**config.mk**
```make
export PLATFORM = sky130hd
export DESIGN_NAME = priority_sleep_scheduler
export DESIGN_NICKNAME = d
export VERILOG_FILES = /design/src/sv/pss_pkg.sv /design/src/sv/priority_sleep_scheduler.sv /design/src/sv/pss_datapath.sv /design/src/sv/pss_ctrl.sv
export SDC_FILE = /design/constraint.sdc
export NUM_CORES = 2
export LEC_CHECK = 0
export ABC_CLOCK_PERIOD_IN_PS = 12500
export BUFFER_PORTS_ARGS = -buffer_cell sky130_fd_sc_hd__buf_2
export CAP_MARGIN = 20
export CORE_ASPECT_RATIO = 0.9
export CORE_MARGIN = 2
export CORE_UTILIZATION = 49
export CTS_BUF_LIST = sky130_fd_sc_hd__clkbuf_16
export CTS_CLUSTER_SIZE = 24
export DETAILED_ROUTE_END_ITERATION = 10
export GPL_TIMING_DRIVEN = 0
export PLACE_DENSITY = 0.68
export SLEW_MARGIN = 40
export SYNTH_ARGS = -nofsm -noshare
export SYNTH_HDL_FRONTEND = slang
export SYNTH_SLANG_ARGS = --single-unit
```
**constraint.sdc**
```tcl
create_clock -name aclk -period 12.5 [get_ports aclk]
set_input_delay 2.5 -clock aclk [delete_from_list [all_inputs] [get_ports aclk]]
set_output_delay 2.5 -clock aclk [all_outputs]
set_load 0.01 [all_outputs]
```
**src/sv/pss_pkg.sv**
```systemverilog
// Package for the priority sleep scheduler: widths, action codes, FSM states
// and the controller/datapath command and status structs. No dependencies.
package pss_pkg;
    localparam int MaxTasks  = 16;
    localparam int IdxW      = $clog2(MaxTasks);
    localparam int CntW      = IdxW + 1;
    localparam int PrioW     = 6;
    localparam int IdW       = 4;
    localparam int WakeW     = 32;
    localparam int SliceW    = 8;
    localparam logic [SliceW-1:0] SliceReset = 8'd4;
    localparam logic [SliceW-1:0] SliceMax   = 8'd255;

    typedef enum logic [2:0] {
        ACT_TICK    = 3'd0,
        ACT_UNBLOCK = 3'd1,
        ACT_CREATE  = 3'd2,
        ACT_YIELD   = 3'd3,
        ACT_SLEEP   = 3'd4,
        ACT_BLOCK   = 3'd5,
        ACT_EXIT    = 3'd6,
        ACT_SETPRIO = 3'd7
    } action_t;

    typedef enum logic [1:0] {
        ST_OK      = 2'd0,
        ST_FULL    = 2'd1,
        ST_INVALID = 2'd2
    } status_t;

    typedef enum logic [3:0] {
        S_IDLE,      // wait for input
        S_DECODE,    // pick what to do
        S_WAKE_CHK,  // check sleep head
        S_WAKE_POP,  // pop sleep head into insert buffer
        S_RINS,      // shift-insert into ready queue, one entry per cycle
        S_SINS,      // shift-insert into sleep queue, one entry per cycle
        S_SLICE,     // bump slice counter, maybe yield
        S_YIELD,     // evaluate yield
        S_YPOP,      // pop head into current, old current into insert buffer
        S_DISPATCH,  // pop head or go idle
        S_RESULT     // load result register
    } state_t;

    typedef struct packed {
        logic load_item;     // latch input fields
        logic clr_result;    // clear result flags
        logic ins_start;     // ready insert: start with buffer
        logic ins_step;      // ready insert: one shift step
        logic sins_start;
        logic sins_step;
        logic wake_pop;      // sleep head -> insert buffer
        logic yield_pop;     // swap current with ready head
        logic dispatch;      // pop head or go idle
        logic slice_inc;
        logic slice_clr;
        logic set_prio;
        logic buf_from_item; // insert buffer from item fields
        logic set_preempt;
        logic set_full;
        logic set_invalid;
        logic out_load;
    } pss_cmd_t;

    typedef struct packed {
        logic [2:0] action;
        logic       idle;
        logic       ready_full;
        logic       ready_empty;
        logic       sleep_full;
        logic       wake_due;       // sleep head due
        logic       ins_done;       // ready insert finds its place
        logic       sins_done;
        logic       head_ge_cur;    // ready head prio >= current prio
        logic       new_gt_cur;     // item prio > running (idle = 0)
        logic       new_gt_req;     // head prio > item prio
        logic       slice_expired;  // slice_count+1 saturated >= slice length
        logic       out_busy;
    } pss_stat_t;
endpackage

```
**src/sv/priority_sleep_scheduler.sv**
```systemverilog
// Top level of the priority sleep scheduler: controller plus datapath.
// Depends on pss_pkg, pss_ctrl and pss_datapath.
//
// Usage: one action enters on the s_ channel (valid/ready); exactly one
// result leaves on the m_ channel (valid/ready) for each action. The
// slice length register is written on cfg_valid/cfg_ready; the user must
// write it only while the block is quiet (not enforced by the block).
// cfg_ready is always high. A sorted insert walks the ready or sleep queue
// one entry per cycle until it finds its place. A tick pops each due sleeper
// and inserts it into the ready queue (or drops it with status full when that
// queue is full); a switching yield requeues the old task with an insert.
// The worst case is a tick that wakes 16 sleepers and then yields.
// One item is in work at a time; the next is accepted only once the result
// has been taken and the controller is back in S_IDLE.
// Reset (aresetn low, synchronous) empties both queues, makes the idle task
// run and sets the slice length to 4. No clearing pass is needed.
// When the receiver stalls, the result register holds and s_ready stays low.
module priority_sleep_scheduler (
    input  logic        aclk,
    input  logic        aresetn,
    input  logic        s_valid,
    output logic        s_ready,
    input  logic [2:0]  s_action,
    input  logic [3:0]  s_task_id,
    input  logic [5:0]  s_priority_req,
    input  logic [31:0] s_tick_value,
    input  logic        cfg_valid,
    output logic        cfg_ready,
    input  logic [7:0]  cfg_data,
    output logic        m_valid,
    input  logic        m_ready,
    output logic [3:0]  m_running_task,
    output logic [5:0]  m_running_priority,
    output logic        m_is_idle,
    output logic        m_switched,
    output logic        m_preempted,
    output logic [1:0]  m_status,
    output logic [4:0]  m_ready_count,
    output logic [4:0]  m_sleep_count
);
    import pss_pkg::*;

    pss_cmd_t  cmd;
    pss_stat_t stat;

    assign cfg_ready = 1'b1;

    pss_ctrl u_ctrl (
        .aclk, .aresetn, .s_valid, .s_ready, .stat, .cmd
    );

    pss_datapath u_dp (
        .aclk, .aresetn, .cmd, .stat,
        .s_action, .s_task_id, .s_priority_req, .s_tick_value,
        .cfg_data, .cfg_we(cfg_valid && cfg_ready),
        .m_ready, .m_valid, .m_running_task, .m_running_priority, .m_is_idle,
        .m_switched, .m_preempted, .m_status, .m_ready_count, .m_sleep_count
    );
endmodule

```
**src/sv/pss_datapath.sv**
```systemverilog
// Datapath of the priority sleep scheduler: ready/sleep queues, current task,
// slice counter and result register. Depends on pss_pkg.
module pss_datapath (
    input  logic                      aclk,
    input  logic                      aresetn,
    input  pss_pkg::pss_cmd_t         cmd,
    output pss_pkg::pss_stat_t        stat,
    input  logic [2:0]                s_action,
    input  logic [3:0]                s_task_id,
    input  logic [5:0]                s_priority_req,
    input  logic [31:0]               s_tick_value,
    input  logic [7:0]                cfg_data,
    input  logic                      cfg_we,
    input  logic                      m_ready,
    output logic                      m_valid,
    output logic [3:0]                m_running_task,
    output logic [5:0]                m_running_priority,
    output logic                      m_is_idle,
    output logic                      m_switched,
    output logic                      m_preempted,
    output logic [1:0]                m_status,
    output logic [4:0]                m_ready_count,
    output logic [4:0]                m_sleep_count
);
    import pss_pkg::*;

    logic [IdW-1:0]   rid_reg  [MaxTasks];
    logic [PrioW-1:0] rpr_reg  [MaxTasks];
    logic [IdW-1:0]   sid_reg  [MaxTasks];
    logic [WakeW-1:0] swk_reg  [MaxTasks];
    logic [PrioW-1:0] spr_reg  [MaxTasks];
    logic [CntW-1:0]  rlen_reg, slen_reg;
    logic [CntW-1:0]  pos_reg;           // insertion cursor
    logic [IdW-1:0]   cur_id_reg;
    logic [PrioW-1:0] cur_pr_reg;
    logic             idle_reg;
    logic [SliceW-1:0] slice_reg, tslice_reg;
    logic [2:0]       act_reg;
    logic [IdW-1:0]   tid_reg;
    logic [PrioW-1:0] pr_reg;
    logic [WakeW-1:0] tv_reg;
    logic [IdW-1:0]   bid_reg;           // insert buffer
    logic [PrioW-1:0] bpr_reg;
    logic             pidle_reg;
    logic [IdW-1:0]   ptask_reg;
    logic             pre_reg;
    logic [1:0]       st_reg;
    logic             mv_reg;

    logic [IdxW-1:0]  pm1;
    logic [SliceW-1:0] slice_inc;
    assign pm1 = IdxW'(pos_reg - CntW'(1));
    assign slice_inc = (slice_reg == SliceMax) ? slice_reg : slice_reg + SliceW'(1);

    always_comb begin
        stat.action      = act_reg;
        stat.idle        = idle_reg;
        stat.ready_full  = (rlen_reg == CntW'(MaxTasks));
        stat.ready_empty = (rlen_reg == '0);
        stat.sleep_full  = (slen_reg == CntW'(MaxTasks));
        stat.wake_due    = (slen_reg != '0) && (swk_reg[0] <= tv_reg);
        stat.ins_done    = (pos_reg == '0) || !(rpr_reg[pm1] < bpr_reg);
        stat.sins_done   = (pos_reg == '0) || !(swk_reg[pm1] > tv_reg);
        stat.head_ge_cur = !(rpr_reg[0] < cur_pr_reg);
        stat.new_gt_cur  = pr_reg > (idle_reg ? '0 : cur_pr_reg);
        stat.new_gt_req  = rpr_reg[0] > pr_reg;
        stat.slice_expired = slice_inc >= tslice_reg;
        stat.out_busy    = mv_reg;
    end

    always_ff @(posedge aclk) begin
        if (!aresetn) begin
            tslice_reg <= SliceReset;
        end else if (cfg_we) begin
            tslice_reg <= cfg_data;
        end
    end

    // queue storage: no reset needed
    always_ff @(posedge aclk) begin
        if (cmd.ins_step) begin
            if (stat.ins_done) begin
                rid_reg[pos_reg[IdxW-1:0]] <= bid_reg;
                rpr_reg[pos_reg[IdxW-1:0]] <= bpr_reg;
            end else begin
                rid_reg[pos_reg[IdxW-1:0]] <= rid_reg[pm1];
                rpr_reg[pos_reg[IdxW-1:0]] <= rpr_reg[pm1];
            end
        end else if (cmd.yield_pop || cmd.dispatch) begin
            for (int i = 0; i < MaxTasks - 1; i++) begin
                rid_reg[i] <= rid_reg[i+1];
                rpr_reg[i] <= rpr_reg[i+1];
            end
        end
        if (cmd.sins_step) begin
            if (stat.sins_done) begin
                sid_reg[pos_reg[IdxW-1:0]] <= cur_id_reg;
                swk_reg[pos_reg[IdxW-1:0]] <= tv_reg;
                spr_reg[pos_reg[IdxW-1:0]] <= cur_pr_reg;
            end else begin
                sid_reg[pos_reg[IdxW-1:0]] <= sid_reg[pm1];
                swk_reg[pos_reg[IdxW-1:0]] <= swk_reg[pm1];
                spr_reg[pos_reg[IdxW-1:0]] <= spr_reg[pm1];
            end
        end else if (cmd.wake_pop) begin
            for (int i = 0; i < MaxTasks - 1; i++) begin
                sid_reg[i] <= sid_reg[i+1];
                swk_reg[i] <= swk_reg[i+1];
                spr_reg[i] <= spr_reg[i+1];
            end
        end
    end

    always_ff @(posedge aclk) begin
        if (cmd.load_item) begin
            act_reg <= s_action;
            tid_reg <= s_task_id;
            pr_reg  <= s_priority_req;
            tv_reg  <= s_tick_value;
            pidle_reg <= idle_reg;
            ptask_reg <= cur_id_reg;
        end
        if (cmd.buf_from_item) begin
            bid_reg <= tid_reg;
            bpr_reg <= pr_reg;
        end else if (cmd.wake_pop) begin
            bid_reg <= sid_reg[0];
            bpr_reg <= spr_reg[0];
        end else if (cmd.yield_pop) begin
            bid_reg <= cur_id_reg;
            bpr_reg <= cur_pr_reg;
        end
        // the requeue after a pop walks the queue as it is after the pop
        if (cmd.yield_pop) pos_reg <= rlen_reg - CntW'(1);
        else if (cmd.ins_start) pos_reg <= rlen_reg;
        else if (cmd.sins_start) pos_reg <= slen_reg;
        else if ((cmd.ins_step && !stat.ins_done) || (cmd.sins_step && !stat.sins_done))
            pos_reg <= pos_reg - CntW'(1);
    end

    always_ff @(posedge aclk) begin
        if (!aresetn) begin
            rlen_reg   <= '0;
            slen_reg   <= '0;
            cur_id_reg <= '0;
            cur_pr_reg <= '0;
            idle_reg   <= 1'b1;
            slice_reg  <= '0;
            pre_reg    <= 1'b0;
            st_reg     <= ST_OK;
            mv_reg     <= 1'b0;
        end else begin
            if (cmd.clr_result) begin
                pre_reg <= 1'b0;
                st_reg  <= ST_OK;
            end
            if (cmd.set_preempt) pre_reg <= 1'b1;
            if (cmd.set_full)    st_reg  <= ST_FULL;
            if (cmd.set_invalid) st_reg  <= ST_INVALID;
            if (cmd.ins_step && stat.ins_done) rlen_reg <= rlen_reg + CntW'(1);
            if (cmd.sins_step && stat.sins_done) slen_reg <= slen_reg + CntW'(1);
            if (cmd.wake_pop) slen_reg <= slen_reg - CntW'(1);
            if (cmd.set_prio) cur_pr_reg <= pr_reg;
            if (cmd.yield_pop) begin
                cur_id_reg <= rid_reg[0];
                cur_pr_reg <= rpr_reg[0];
                rlen_reg   <= rlen_reg - CntW'(1);
            end
            if (cmd.dispatch) begin
                if (rlen_reg == '0) begin
                    idle_reg   <= 1'b1;
                    cur_id_reg <= '0;
                    cur_pr_reg <= '0;
                end else begin
                    idle_reg   <= 1'b0;
                    cur_id_reg <= rid_reg[0];
                    cur_pr_reg <= rpr_reg[0];
                    rlen_reg   <= rlen_reg - CntW'(1);
                end
            end
            if (cmd.slice_clr) slice_reg <= '0;
            else if (cmd.slice_inc) slice_reg <= slice_inc;
            if (cmd.out_load) mv_reg <= 1'b1;
            else if (m_ready) mv_reg <= 1'b0;
        end
    end

    always_ff @(posedge aclk) begin
        if (cmd.out_load) begin
            m_running_task     <= idle_reg ? '0 : cur_id_reg;
            m_running_priority <= idle_reg ? '0 : cur_pr_reg;
            m_is_idle          <= idle_reg;
            m_switched         <= (pidle_reg != idle_reg) ||
                                  (!idle_reg && ptask_reg != cur_id_reg);
            m_preempted        <= pre_reg;
            m_status           <= st_reg;
            m_ready_count      <= rlen_reg;
            m_sleep_count      <= slen_reg;
        end
    end
    assign m_valid = mv_reg;

    a_rlen: assert property (@(posedge aclk) disable iff (!aresetn)
        rlen_reg <= CntW'(MaxTasks)) else $error("ready length overflow");
    a_slen: assert property (@(posedge aclk) disable iff (!aresetn)
        slen_reg <= CntW'(MaxTasks)) else $error("sleep length overflow");
    a_idle: assert property (@(posedge aclk) disable iff (!aresetn)
        idle_reg |-> (cur_id_reg == '0 && cur_pr_reg == '0))
        else $error("idle with a task loaded");
endmodule

```
**src/sv/pss_ctrl.sv**
```systemverilog
// Controller FSM of the priority sleep scheduler; sequences queue walks.
// Depends on pss_pkg.
module pss_ctrl (
    input  logic               aclk,
    input  logic               aresetn,
    input  logic               s_valid,
    output logic               s_ready,
    input  pss_pkg::pss_stat_t stat,
    output pss_pkg::pss_cmd_t  cmd
);
    import pss_pkg::*;

    state_t state_reg, state_next;
    state_t ret_reg, ret_next;   // where to go after a ready insert
    logic   ydisp_reg, ydisp_next; // cleared by reset, never set or read; ret_reg picks the yield

    always_ff @(posedge aclk) begin
        if (!aresetn) begin
            state_reg <= S_IDLE;
            ret_reg   <= S_RESULT;
            ydisp_reg <= 1'b0;
        end else begin
            state_reg <= state_next;
            ret_reg   <= ret_next;
            ydisp_reg <= ydisp_next;
        end
    end

    assign s_ready = (state_reg == S_IDLE) && !stat.out_busy;

    always_comb begin
        state_next = state_reg;
        ret_next   = ret_reg;
        ydisp_next = ydisp_reg;
        unique case (state_reg)
            S_IDLE: if (s_valid && s_ready) state_next = S_DECODE;
            S_DECODE: begin
                unique case (action_t'(stat.action))
                    ACT_TICK: state_next = S_WAKE_CHK;
                    ACT_UNBLOCK, ACT_CREATE: begin
                        if (stat.ready_full) state_next = S_RESULT;
                        else begin
                            state_next = S_RINS;
                            ret_next   = (stat.action == ACT_CREATE && stat.new_gt_cur)
                                         ? S_YIELD : S_RESULT;
                        end
                    end
                    ACT_YIELD: state_next = S_YIELD;
                    ACT_SLEEP: begin
                        if (stat.idle || stat.sleep_full) state_next = S_RESULT;
                        else state_next = S_SINS;
                    end
                    ACT_BLOCK, ACT_EXIT: state_next = stat.idle ? S_RESULT : S_DISPATCH;
                    ACT_SETPRIO: begin
                        if (stat.idle || stat.ready_empty || !stat.new_gt_req)
                            state_next = S_RESULT;
                        else state_next = S_YIELD;
                    end
                    default: state_next = S_RESULT;
                endcase
            end
            S_WAKE_CHK: state_next = stat.wake_due ? S_WAKE_POP : S_SLICE;
            S_WAKE_POP: begin
                state_next = stat.ready_full ? S_WAKE_CHK : S_RINS;
                ret_next   = S_WAKE_CHK;
            end
            S_RINS: if (stat.ins_done) state_next = ret_reg;
            S_SINS: if (stat.sins_done) state_next = S_DISPATCH;
            S_SLICE: state_next = stat.slice_expired ? S_YIELD : S_RESULT;
            S_YIELD: begin
                if (stat.idle) state_next = S_DISPATCH;
                else if (stat.ready_empty || !stat.head_ge_cur) state_next = S_RESULT;
                else state_next = S_YPOP;
            end
            S_YPOP: begin
                state_next = S_RINS;
                ret_next   = S_RESULT;
            end
            S_DISPATCH: state_next = S_RESULT;
            S_RESULT: state_next = S_IDLE;
            default: state_next = S_IDLE;
        endcase
    end

    always_comb begin
        cmd = '0;
        unique case (state_reg)
            S_IDLE: begin
                cmd.load_item  = s_valid && s_ready;
                cmd.clr_result = s_valid && s_ready;
            end
            S_DECODE: begin
                unique case (action_t'(stat.action))
                    ACT_UNBLOCK, ACT_CREATE: begin
                        cmd.set_full      = stat.ready_full;
                        cmd.buf_from_item = 1'b1;
                        cmd.ins_start     = !stat.ready_full;
                    end
                    ACT_SLEEP: begin
                        cmd.set_invalid = stat.idle;
                        cmd.set_full    = !stat.idle && stat.sleep_full;
                        cmd.sins_start  = 1'b1;
                    end
                    ACT_BLOCK, ACT_EXIT: cmd.set_invalid = stat.idle;
                    ACT_SETPRIO: begin
                        cmd.set_invalid = stat.idle;
                        cmd.set_prio    = !stat.idle;
                    end
                    default: ;
                endcase
            end
            S_WAKE_CHK: ;
            S_WAKE_POP: begin
                cmd.wake_pop  = 1'b1;
                cmd.set_full  = stat.ready_full;
                cmd.ins_start = 1'b1;
            end
            S_RINS: cmd.ins_step = 1'b1;
            S_SINS: cmd.sins_step = 1'b1;
            S_SLICE: begin
                cmd.slice_inc   = 1'b1;
                cmd.set_preempt = stat.slice_expired;
            end
            S_YIELD: begin
                cmd.slice_clr = 1'b1;
                cmd.ins_start = 1'b1;
            end
            S_YPOP: begin
                cmd.yield_pop = 1'b1;
            end
            S_DISPATCH: begin
                cmd.dispatch  = 1'b1;
                cmd.slice_clr = 1'b1;
            end
            S_RESULT: cmd.out_load = 1'b1;
            default: ;
        endcase
    end

    a_acc: assert property (@(posedge aclk) disable iff (!aresetn)
        (s_valid && s_ready) |=> state_reg == S_DECODE) else $error("accept lost");
    a_res: assert property (@(posedge aclk) disable iff (!aresetn)
        state_reg == S_RESULT |=> state_reg == S_IDLE) else $error("result stuck");
    a_one: assert property (@(posedge aclk) disable iff (!aresetn)
        $onehot0({cmd.ins_step, cmd.sins_step, cmd.yield_pop, cmd.dispatch, cmd.wake_pop}))
        else $error("queue command clash");
endmodule
```
### Word level (Yosys, flattened, before mapping)

Memory sizes are Yosys's and may differ from the RTL's.
Index checks and enable logic that the tools add are counted.

* register bits: 139
* output and inout bits: 28
* bits of input ports: 58
* memories: 5
* bits in writable memories: 832
* word-level logic and storage cells: 247

* eq/ne operators: 27
* reduce and logical (&&, ||, !) cells: 56
* multiplexer cells: 110
* add/subtract/negate cells: 6
* order comparisons: 7
* bitwise gates (word level): 6

Memory list
* u_dp.swk_reg: depth 16, bits a word 32, rd ports 17, clocked after memory_dff 0, write ports 15, RTL line pss_datapath.sv:30 `logic [WakeW-1:0] swk_reg [MaxTasks];`
* u_dp.rpr_reg: depth 16, bits a word 6, rd ports 17, clocked after memory_dff 0, write ports 15, RTL line pss_datapath.sv:28 `logic [PrioW-1:0] rpr_reg [MaxTasks];`
* u_dp.spr_reg: depth 16, bits a word 6, rd ports 17, clocked after memory_dff 0, write ports 15, RTL line pss_datapath.sv:31 `logic [PrioW-1:0] spr_reg [MaxTasks];`
* u_dp.rid_reg: depth 16, bits a word 4, rd ports 17, clocked after memory_dff 0, write ports 15, RTL line pss_datapath.sv:27 `logic [IdW-1:0] rid_reg [MaxTasks];`
* u_dp.sid_reg: depth 16, bits a word 4, rd ports 17, clocked after memory_dff 0, write ports 15, RTL line pss_datapath.sv:29 `logic [IdW-1:0] sid_reg [MaxTasks];`

Operators by type and width (count)
* 2-to-1 mux 4 bit: 26
* 2-to-1 mux 6 bit: 12
* 2-to-1 mux 32 bit: 2
* 2-to-1 mux 5 bit: 10
* 2-to-1 mux 1 bit: 44
* case mux 4 bit (10 select lines): 1
* greater-than comparator 32 bit: 1
* less-or-equal comparator 32 bit: 1
* OR reduction 32 bit: 1
* case mux 4 bit (6 select lines): 1
* == test 4 x 3 -> 1 bit, second input constant: 4
* subtractor 5 x 1 -> 5 bit, second input constant: 3
* 2-to-1 mux 2 bit: 7
* == test 3 bit, second input constant: 4
* == test 4 bit, second input constant: 3
* greater-than comparator 6 bit: 2
* less-than comparator 6 bit: 2
* case mux 4 bit (3 select lines): 1
* nonzero test 3 bit: 4
* OR reduction 2 bit: 6
* OR reduction 4 bit: 3
* OR reduction 6 bit: 2
* adder 5 x 1 -> 5 bit, second input constant: 2
* == test 5 bit, second input constant: 2
* 26 further kinds: 68

### Depth between registers and ports, before layout

An unclocked memory read counts as a cell.

* depth after elaboration: 12
* depth in mapped cells: 25
* mapped depth without buffers: 14

### Modules after synthesis

Synthesis repeated with hierarchy kept, for this count alone.

* cell total of the unflattened synthesis: 3294
* area, all modules: 47521.8 µm²

Modules (own cells, without submodules)
* pss_datapath: cells each 3176, times used 1, area each 46698.5 µm², sequential area each 28507.3 µm²
* pss_ctrl: cells each 116, times used 1, area each 812.0 µm², sequential area each 120.1 µm²
* priority_sleep_scheduler: cells each 2, times used 1, area each 11.3 µm², sequential area each 0.0 µm²

### Worst setup path after synthesis

OpenSTA, ideal clock, no wires.

* kind: flip-flop to flip-flop
* from: register u_dp.pos_reg[0]
* to: memory u_dp.spr_reg[15][0] (data pin)
* cell stages (with the launch flop): 23
* arrival: 6.296 ns
* data required time: 12.240 ns
* library setup time: 0.260 ns
* period minus slack after synthesis: 6.555 ns
* setup slack: 5.945 ns
* buffers on the path: 10
* path through: edfxtp_1 > buf_2 > buf_4 > buf_2 > buf_2 > inv_1 > ha_1 > clkbuf_1 > clkbuf_1 > clkbuf_1 > mux4_2 > mux4_2 > ha_1 > a2111oi_0 > nand2_1 > a31oi_1 > o22ai_1 > or3_1 > clkbuf_1 > clkbuf_1 > nand2_1 > clkbuf_1 > mux2_2

RTL lines
* start: declaration: RTL line pss_datapath.sv:33 `logic [CntW-1:0] pos_reg;`
* start signal: assignment: RTL line pss_datapath.sv:134 `if (cmd.yield_pop) pos_reg <= rlen_reg - CntW'(1);`
* start signal: assignment: RTL line pss_datapath.sv:135 `else if (cmd.ins_start) pos_reg <= rlen_reg;`
* start signal: assignment: RTL line pss_datapath.sv:136 `else if (cmd.sins_start) pos_reg <= slen_reg;`
* end: declaration: RTL line pss_datapath.sv:31

### Worst setup path after layout

* from: register u_dp.pos_reg[0]
* to: register u_dp.pos_reg[3], enable pin

* longest elaborated chain between the ends: 9
* elaborated cells on any way between the ends: 16
* classes of those cells: add/sub: 1; order compare: 2; reduce/logical: 11; memory: 2

Ends and longest elaborated chain
* subtractor 5 x 1 -> 5 bit
* memory read (16 x 32 bit) / memory read (16 x 6 bit) (equally long branches)
* greater-than comparator 32 bit / less-than comparator 6 bit (equally long branches): RTL line pss_datapath.sv:63, pss_datapath.sv:62
* logical NOT 1 bit, on equally long branches: RTL line pss_datapath.sv:63, pss_datapath.sv:62
* logical OR 1 bit, on equally long branches: RTL line pss_datapath.sv:63, pss_datapath.sv:62
* logical NOT 1 bit: RTL line pss_datapath.sv:137 `else if ((cmd.ins_step && !stat.ins_done) || (cmd.sins_step && !stat.sins_done))`
* logical AND 1 bit: RTL line pss_datapath.sv:137
* logical OR 1 bit *: RTL line pss_datapath.sv:137
* nonzero test 4 bit (no line) *

Mark *: on every way between the ends. The rest lies on a longest branch, timed or not.
A chain may end at the register's enable or synchronous reset.

==> impl_metrics.py <==
metrics = {
    "status": {
        "status": "finished, final reports clean",
    },
    "route": {
        "wl_per_cell_um": 29.4,
        "dr.max_layer_used": "met5",
        "route.met2.wl_um": 68100,
        "drt_iter0_drc": 6205,
        "route.met3.wl_um": 25600,
        "drt_pass1_iterations": 8,
        "drc": 0,
        "avgViaCountPerCell": 6.66,
        "route.layer.met1.wl_um": 61100,
        "wl_um": 161000,
        "vias": 36500,
        "drtAntennaViolNets": 0,
    },
    "grt": {
        "grt_pass1_vias": 34500,
        "grt_use_total": 0.314,
        "grt_max_degree": 32,
        "gr-total-overflow": 0,
        "antenna_found_initial": 3,
        "grt_first_pass_wirelength_um": 232000,
    },
    "yosys": {
        "synthArstFlopShare": 0,
        "syn_area_mm2": 0.0488,
        "avgSynthCellArea_um2": 12.7,
        "synth-edff-count": 922,
        "synthCells": 3850,
        "ys_seq_elements": 969,
        "yosysUniqueCellTypes": 69,
        "syn-num-nets": 4013,
        "ys.flop_type": "edfxtp_1",
        "seq_area_frac_synth": 0.587,
        "yosys_warnings": 0,
    },
    "sta": {
        "fmax_mhz": 92.6,
        "hold_ws_ps": 435,
        "hold_viol": 0,
        "clock_skew_ps": 39.8,
        "worst-slew-pin-transition_ps": 1050,
        "fin_crit_ps": 10800,
        "rsz0062_at_grt": "false",
        "timing.final.crit_share": 0.864,
        "maxSlewViolCount": 0,
        "setup_tns_ps": 0,
        "finalSetupViolCount": 0,
        "max_slew_margin": 0.299,
    },
    "place": {
        "gp_congestion": 0.965,
        "place.detailed.hpwl_um": 110000,
        "io_buffers": 83,
        "placed_area_mm2": 0.0519,
    },
    "setup_path": {
        "worst_path_most_repeated_cell": "buf_2",
        "cpPeakStageDelay_ps": 700,
        "crit_arrival_ps": 11180,
        "critPathRequiredTime_ps": 12880,
        "endpoint_kind": "register",
        "critPathTopFamily": "buffers and inverters",
        "worstSetupPathType": "reg2reg",
        "cp_max_fo": 10,
        "slowest_stage": "clkbuf_2",
        "start_kind": "register",
        "crit_chain": "buf_2 > buf_4 > buf_2 > buf_2 > inv_1 > ha_1 > clkbuf_1 > buf_2 > clkbuf_2 > mux4_2 > mux4_2 > ha_1 > nand4_1 > nor4_2 > o21ai_0 > o22ai_1 > or3_1 > clkbuf_1 > clkbuf_2 > nand2_1 > clkbuf_2 > nand4_1",
        "worstPathBufferInverterCount": 11,
    },
    "pwr": {
        "power_frac_comb": 0.458,
        "intPower_mw": 8.04,
        "total_power_mw": 13.4,
        "p_switching_mw": 5.34,
        "leakagePower_nw": 19.8,
        "pwr-share-seq": 0.327,
        "ir_worst_vdd_uv": 193,
        "powerDensity_mw_per_mm2": 243,
        "sw_frac_of_total": 0.399,
        "p_clk_frac": 0.215,
    },
    "worst_hold_path": {
        "hold_path.class": "reg2reg",
    },
    "layout": {
        "stdcell_area_mm2": 0.0550,
        "largest_register_ffs": 512,
        "fin_nets": 4241,
        "synthToLayoutAreaGrowth_pct": 12.8,
        "num-fill-cells": 8093,
        "final_layout_size_suffix_gt1_frac": 0.194,
    },
    "floorplan": {
        "die_y_um": 303,
        "rows": 109,
        "start_util": 0.495,
        "dieArea_mm2": 0.102,
        "fp.coreArea_mm2": 0.0985,
        "io_pins": 86,
        "die_x_um": 337,
    },
    "clock_network": {
        "cts-resized-gates": 0,
        "cts.sinks": 969,
        "root_buffer": "clkbuf_16",
        "path_clk_slew_ps": 60,
        "cts_buffers": 103,
        "cts_tree": "built",
        "insertion_delay_ps": 720,
        "htreeDepth": 3,
        "hold_buffers": 0,
        "postCtsSetupBuffers": 0,
        "clockBufferDepth": 3,
    },
    "job": {
        "drv_cap": 0,
    },
}
==> logic make-up (layout without fill, tap and decap cells) <==
kind of cell	count (synthesis)	in the layout	synth area share
AOI/OAI and AO/OA	389	389	0.0567
xor gates and xnor gates	20	20	0.00375
adders and majority gates	105	105	0.0271
buffers and inverters	393	699	0.0335
DFF	969	969	0.587
muxes	335	335	0.137
other	1	2	0.0000769
and+or+nand+nor	1638	1638	0.155
==> cells in the mapped netlist, types with 4 or more instances <==
cell type,number,share of area
nor4_1,15,0.0019
xor2_1,8,0.0014
or3_1,6,0.00077
edfxtp_1,922,0.57
buf_4,15,0.0023
nor3_1,651,0.067
o21ai_0,43,0.0044
nand2b_1,16,0.0021
nand3_1,16,0.0016
dfxtp_1,47,0.019
o31ai_1,6,0.00092
clkbuf_1,223,0.017
and4_1,5,0.00090
nor2_1,681,0.052
nand2_1,141,0.011
nand4_1,24,0.0031
o31ai_2,4,0.0010
buf_1,15,0.0012
a211oi_1,48,0.0074
a21o_1,167,0.026
o211a_1,6,0.0012
o21a_1,6,0.00092
o221ai_1,5,0.00090
mux2_2,45,0.010
a31oi_1,9,0.0012
a21oi_1,51,0.0052
xnor2_1,11,0.0020
buf_6,4,0.00092
a22oi_1,7,0.0011
inv_1,78,0.0060
buf_2,57,0.0058
ha_1,104,0.027
nor4_2,30,0.0077
mux2i_1,28,0.0057
o211ai_1,5,0.00077
and2_1,13,0.0017
and3_1,4,0.00051
nor2b_1,25,0.0032
a21boi_0,4,0.00062
mux4_2,259,0.12
==> power groups by stage <==
stage	logic [mW]	clock network (mW)	registers (mW)
6_report	6.13	2.88	4.37
5_1_grt	6.36	2.99	4.38
4_1_cts	5.90	2.87	4.36
2_1_floorplan	3.87	0	4.32
3_5_place_dp	5.86	0	4.42
3_3_place_gp	5.64	0	4.44
==> final cells by class <==
type / count / area [um^2] / area share
antenna: 1 / 2.50 / 0.0000455
buffer: 314 / 1440 / 0.0261
clock buffer: 103 / 2580 / 0.0469
clock inverter: 80 / 489 / 0.00889
inverter: 79 / 299 / 0.00544
multi-input combinational: 2488 / 18800 / 0.342
sequential: 969 / 28600 / 0.520
tap: 1332 / 1670 / 0.0303
timing repair buffer: 123 / 1110 / 0.0202
==> per-layer routing <==
layer | global-route usage | vias to the layer above
li1 | - | 15100
met1 | 0.443 | 18000
met2 | 0.452 | 3018
met3 | 0.106 | 470
met4 | 0.116 | 4
met5 | 0 | -
==> worst register-to-register path, cell delays in order, from the launching register on <==
cell,delay [ps]
edfxtp_1,580
buf_2,410
buf_4,340
buf_2,540
buf_2,570
inv_1,150
ha_1,370
clkbuf_1,640
buf_2,470
clkbuf_2,700
mux4_2,430
mux4_2,630
ha_1,380
nand4_1,270
nor4_2,500
o21ai_0,310
o22ai_1,420
or3_1,170
clkbuf_1,520
clkbuf_2,520
nand2_1,590
clkbuf_2,560
nand4_1,400
==> placed cells by master, fill, tap and decap left out, types with 9 or more instances in the layout <==
cell type  Yosys  layout
nor4_2        30      42
nand4_1       24      24
ha_1         104     104
a211oi_1      48      40
a31oi_1        9       9
nor2b_1       25      25
nor2_1       681     681
buf_12         0      20
nand2_4        0      14
nand2b_1      16      16
buf_4         15      21
nor3_1       651     648
buf_2         57     154
inv_1         78      95
nand3_1       16      16
clkbuf_1     223     153
mux4_2       259     259
clkinv_2       0      17
a21o_1       167     167
and2_1        13      12
clkbuf_16      0     103
a21oi_1       51      51
dfxtp_1       47      47
edfxtp_1     922     922
clkinv_1       1      30
xnor2_1       11      10
clkbuf_2       0      71
o21ai_0       43      41
mux2i_1       28      28
mux2_2        45      45
nand2_1      141     127
==> metrics by stage <==
| step | std cells | setup WS (ps) | util |
|---|---|---|---|
| floorplan | 3850 | 5940 | - |
| global placement | 5265 | 76.3 | 0.516 |
| detailed placement | 5305 | 1880 | 0.527 |
| CTS | 5488 | 1820 | 0.558 |
| global route | 5488 | 1800 | 0.559 |
| finish | 5489 | 1700 | 0.559 |
==> worst paths after layout <==
path | startpoint | slack [ps] | cells past startpoint | end
max | u_dp.pos_reg[0] | 1700 | 22 | u_dp.pos_reg[3]
min | u_dp.pre_reg | 430 | 0 | u_dp.m_preempted
max reg2reg | u_dp.pos_reg[0] | 1700 | 22 | u_dp.pos_reg[3]
min reg2reg | u_dp.pre_reg | 430 | 0 | u_dp.m_preempted
(Power assumes the default switching activity.)
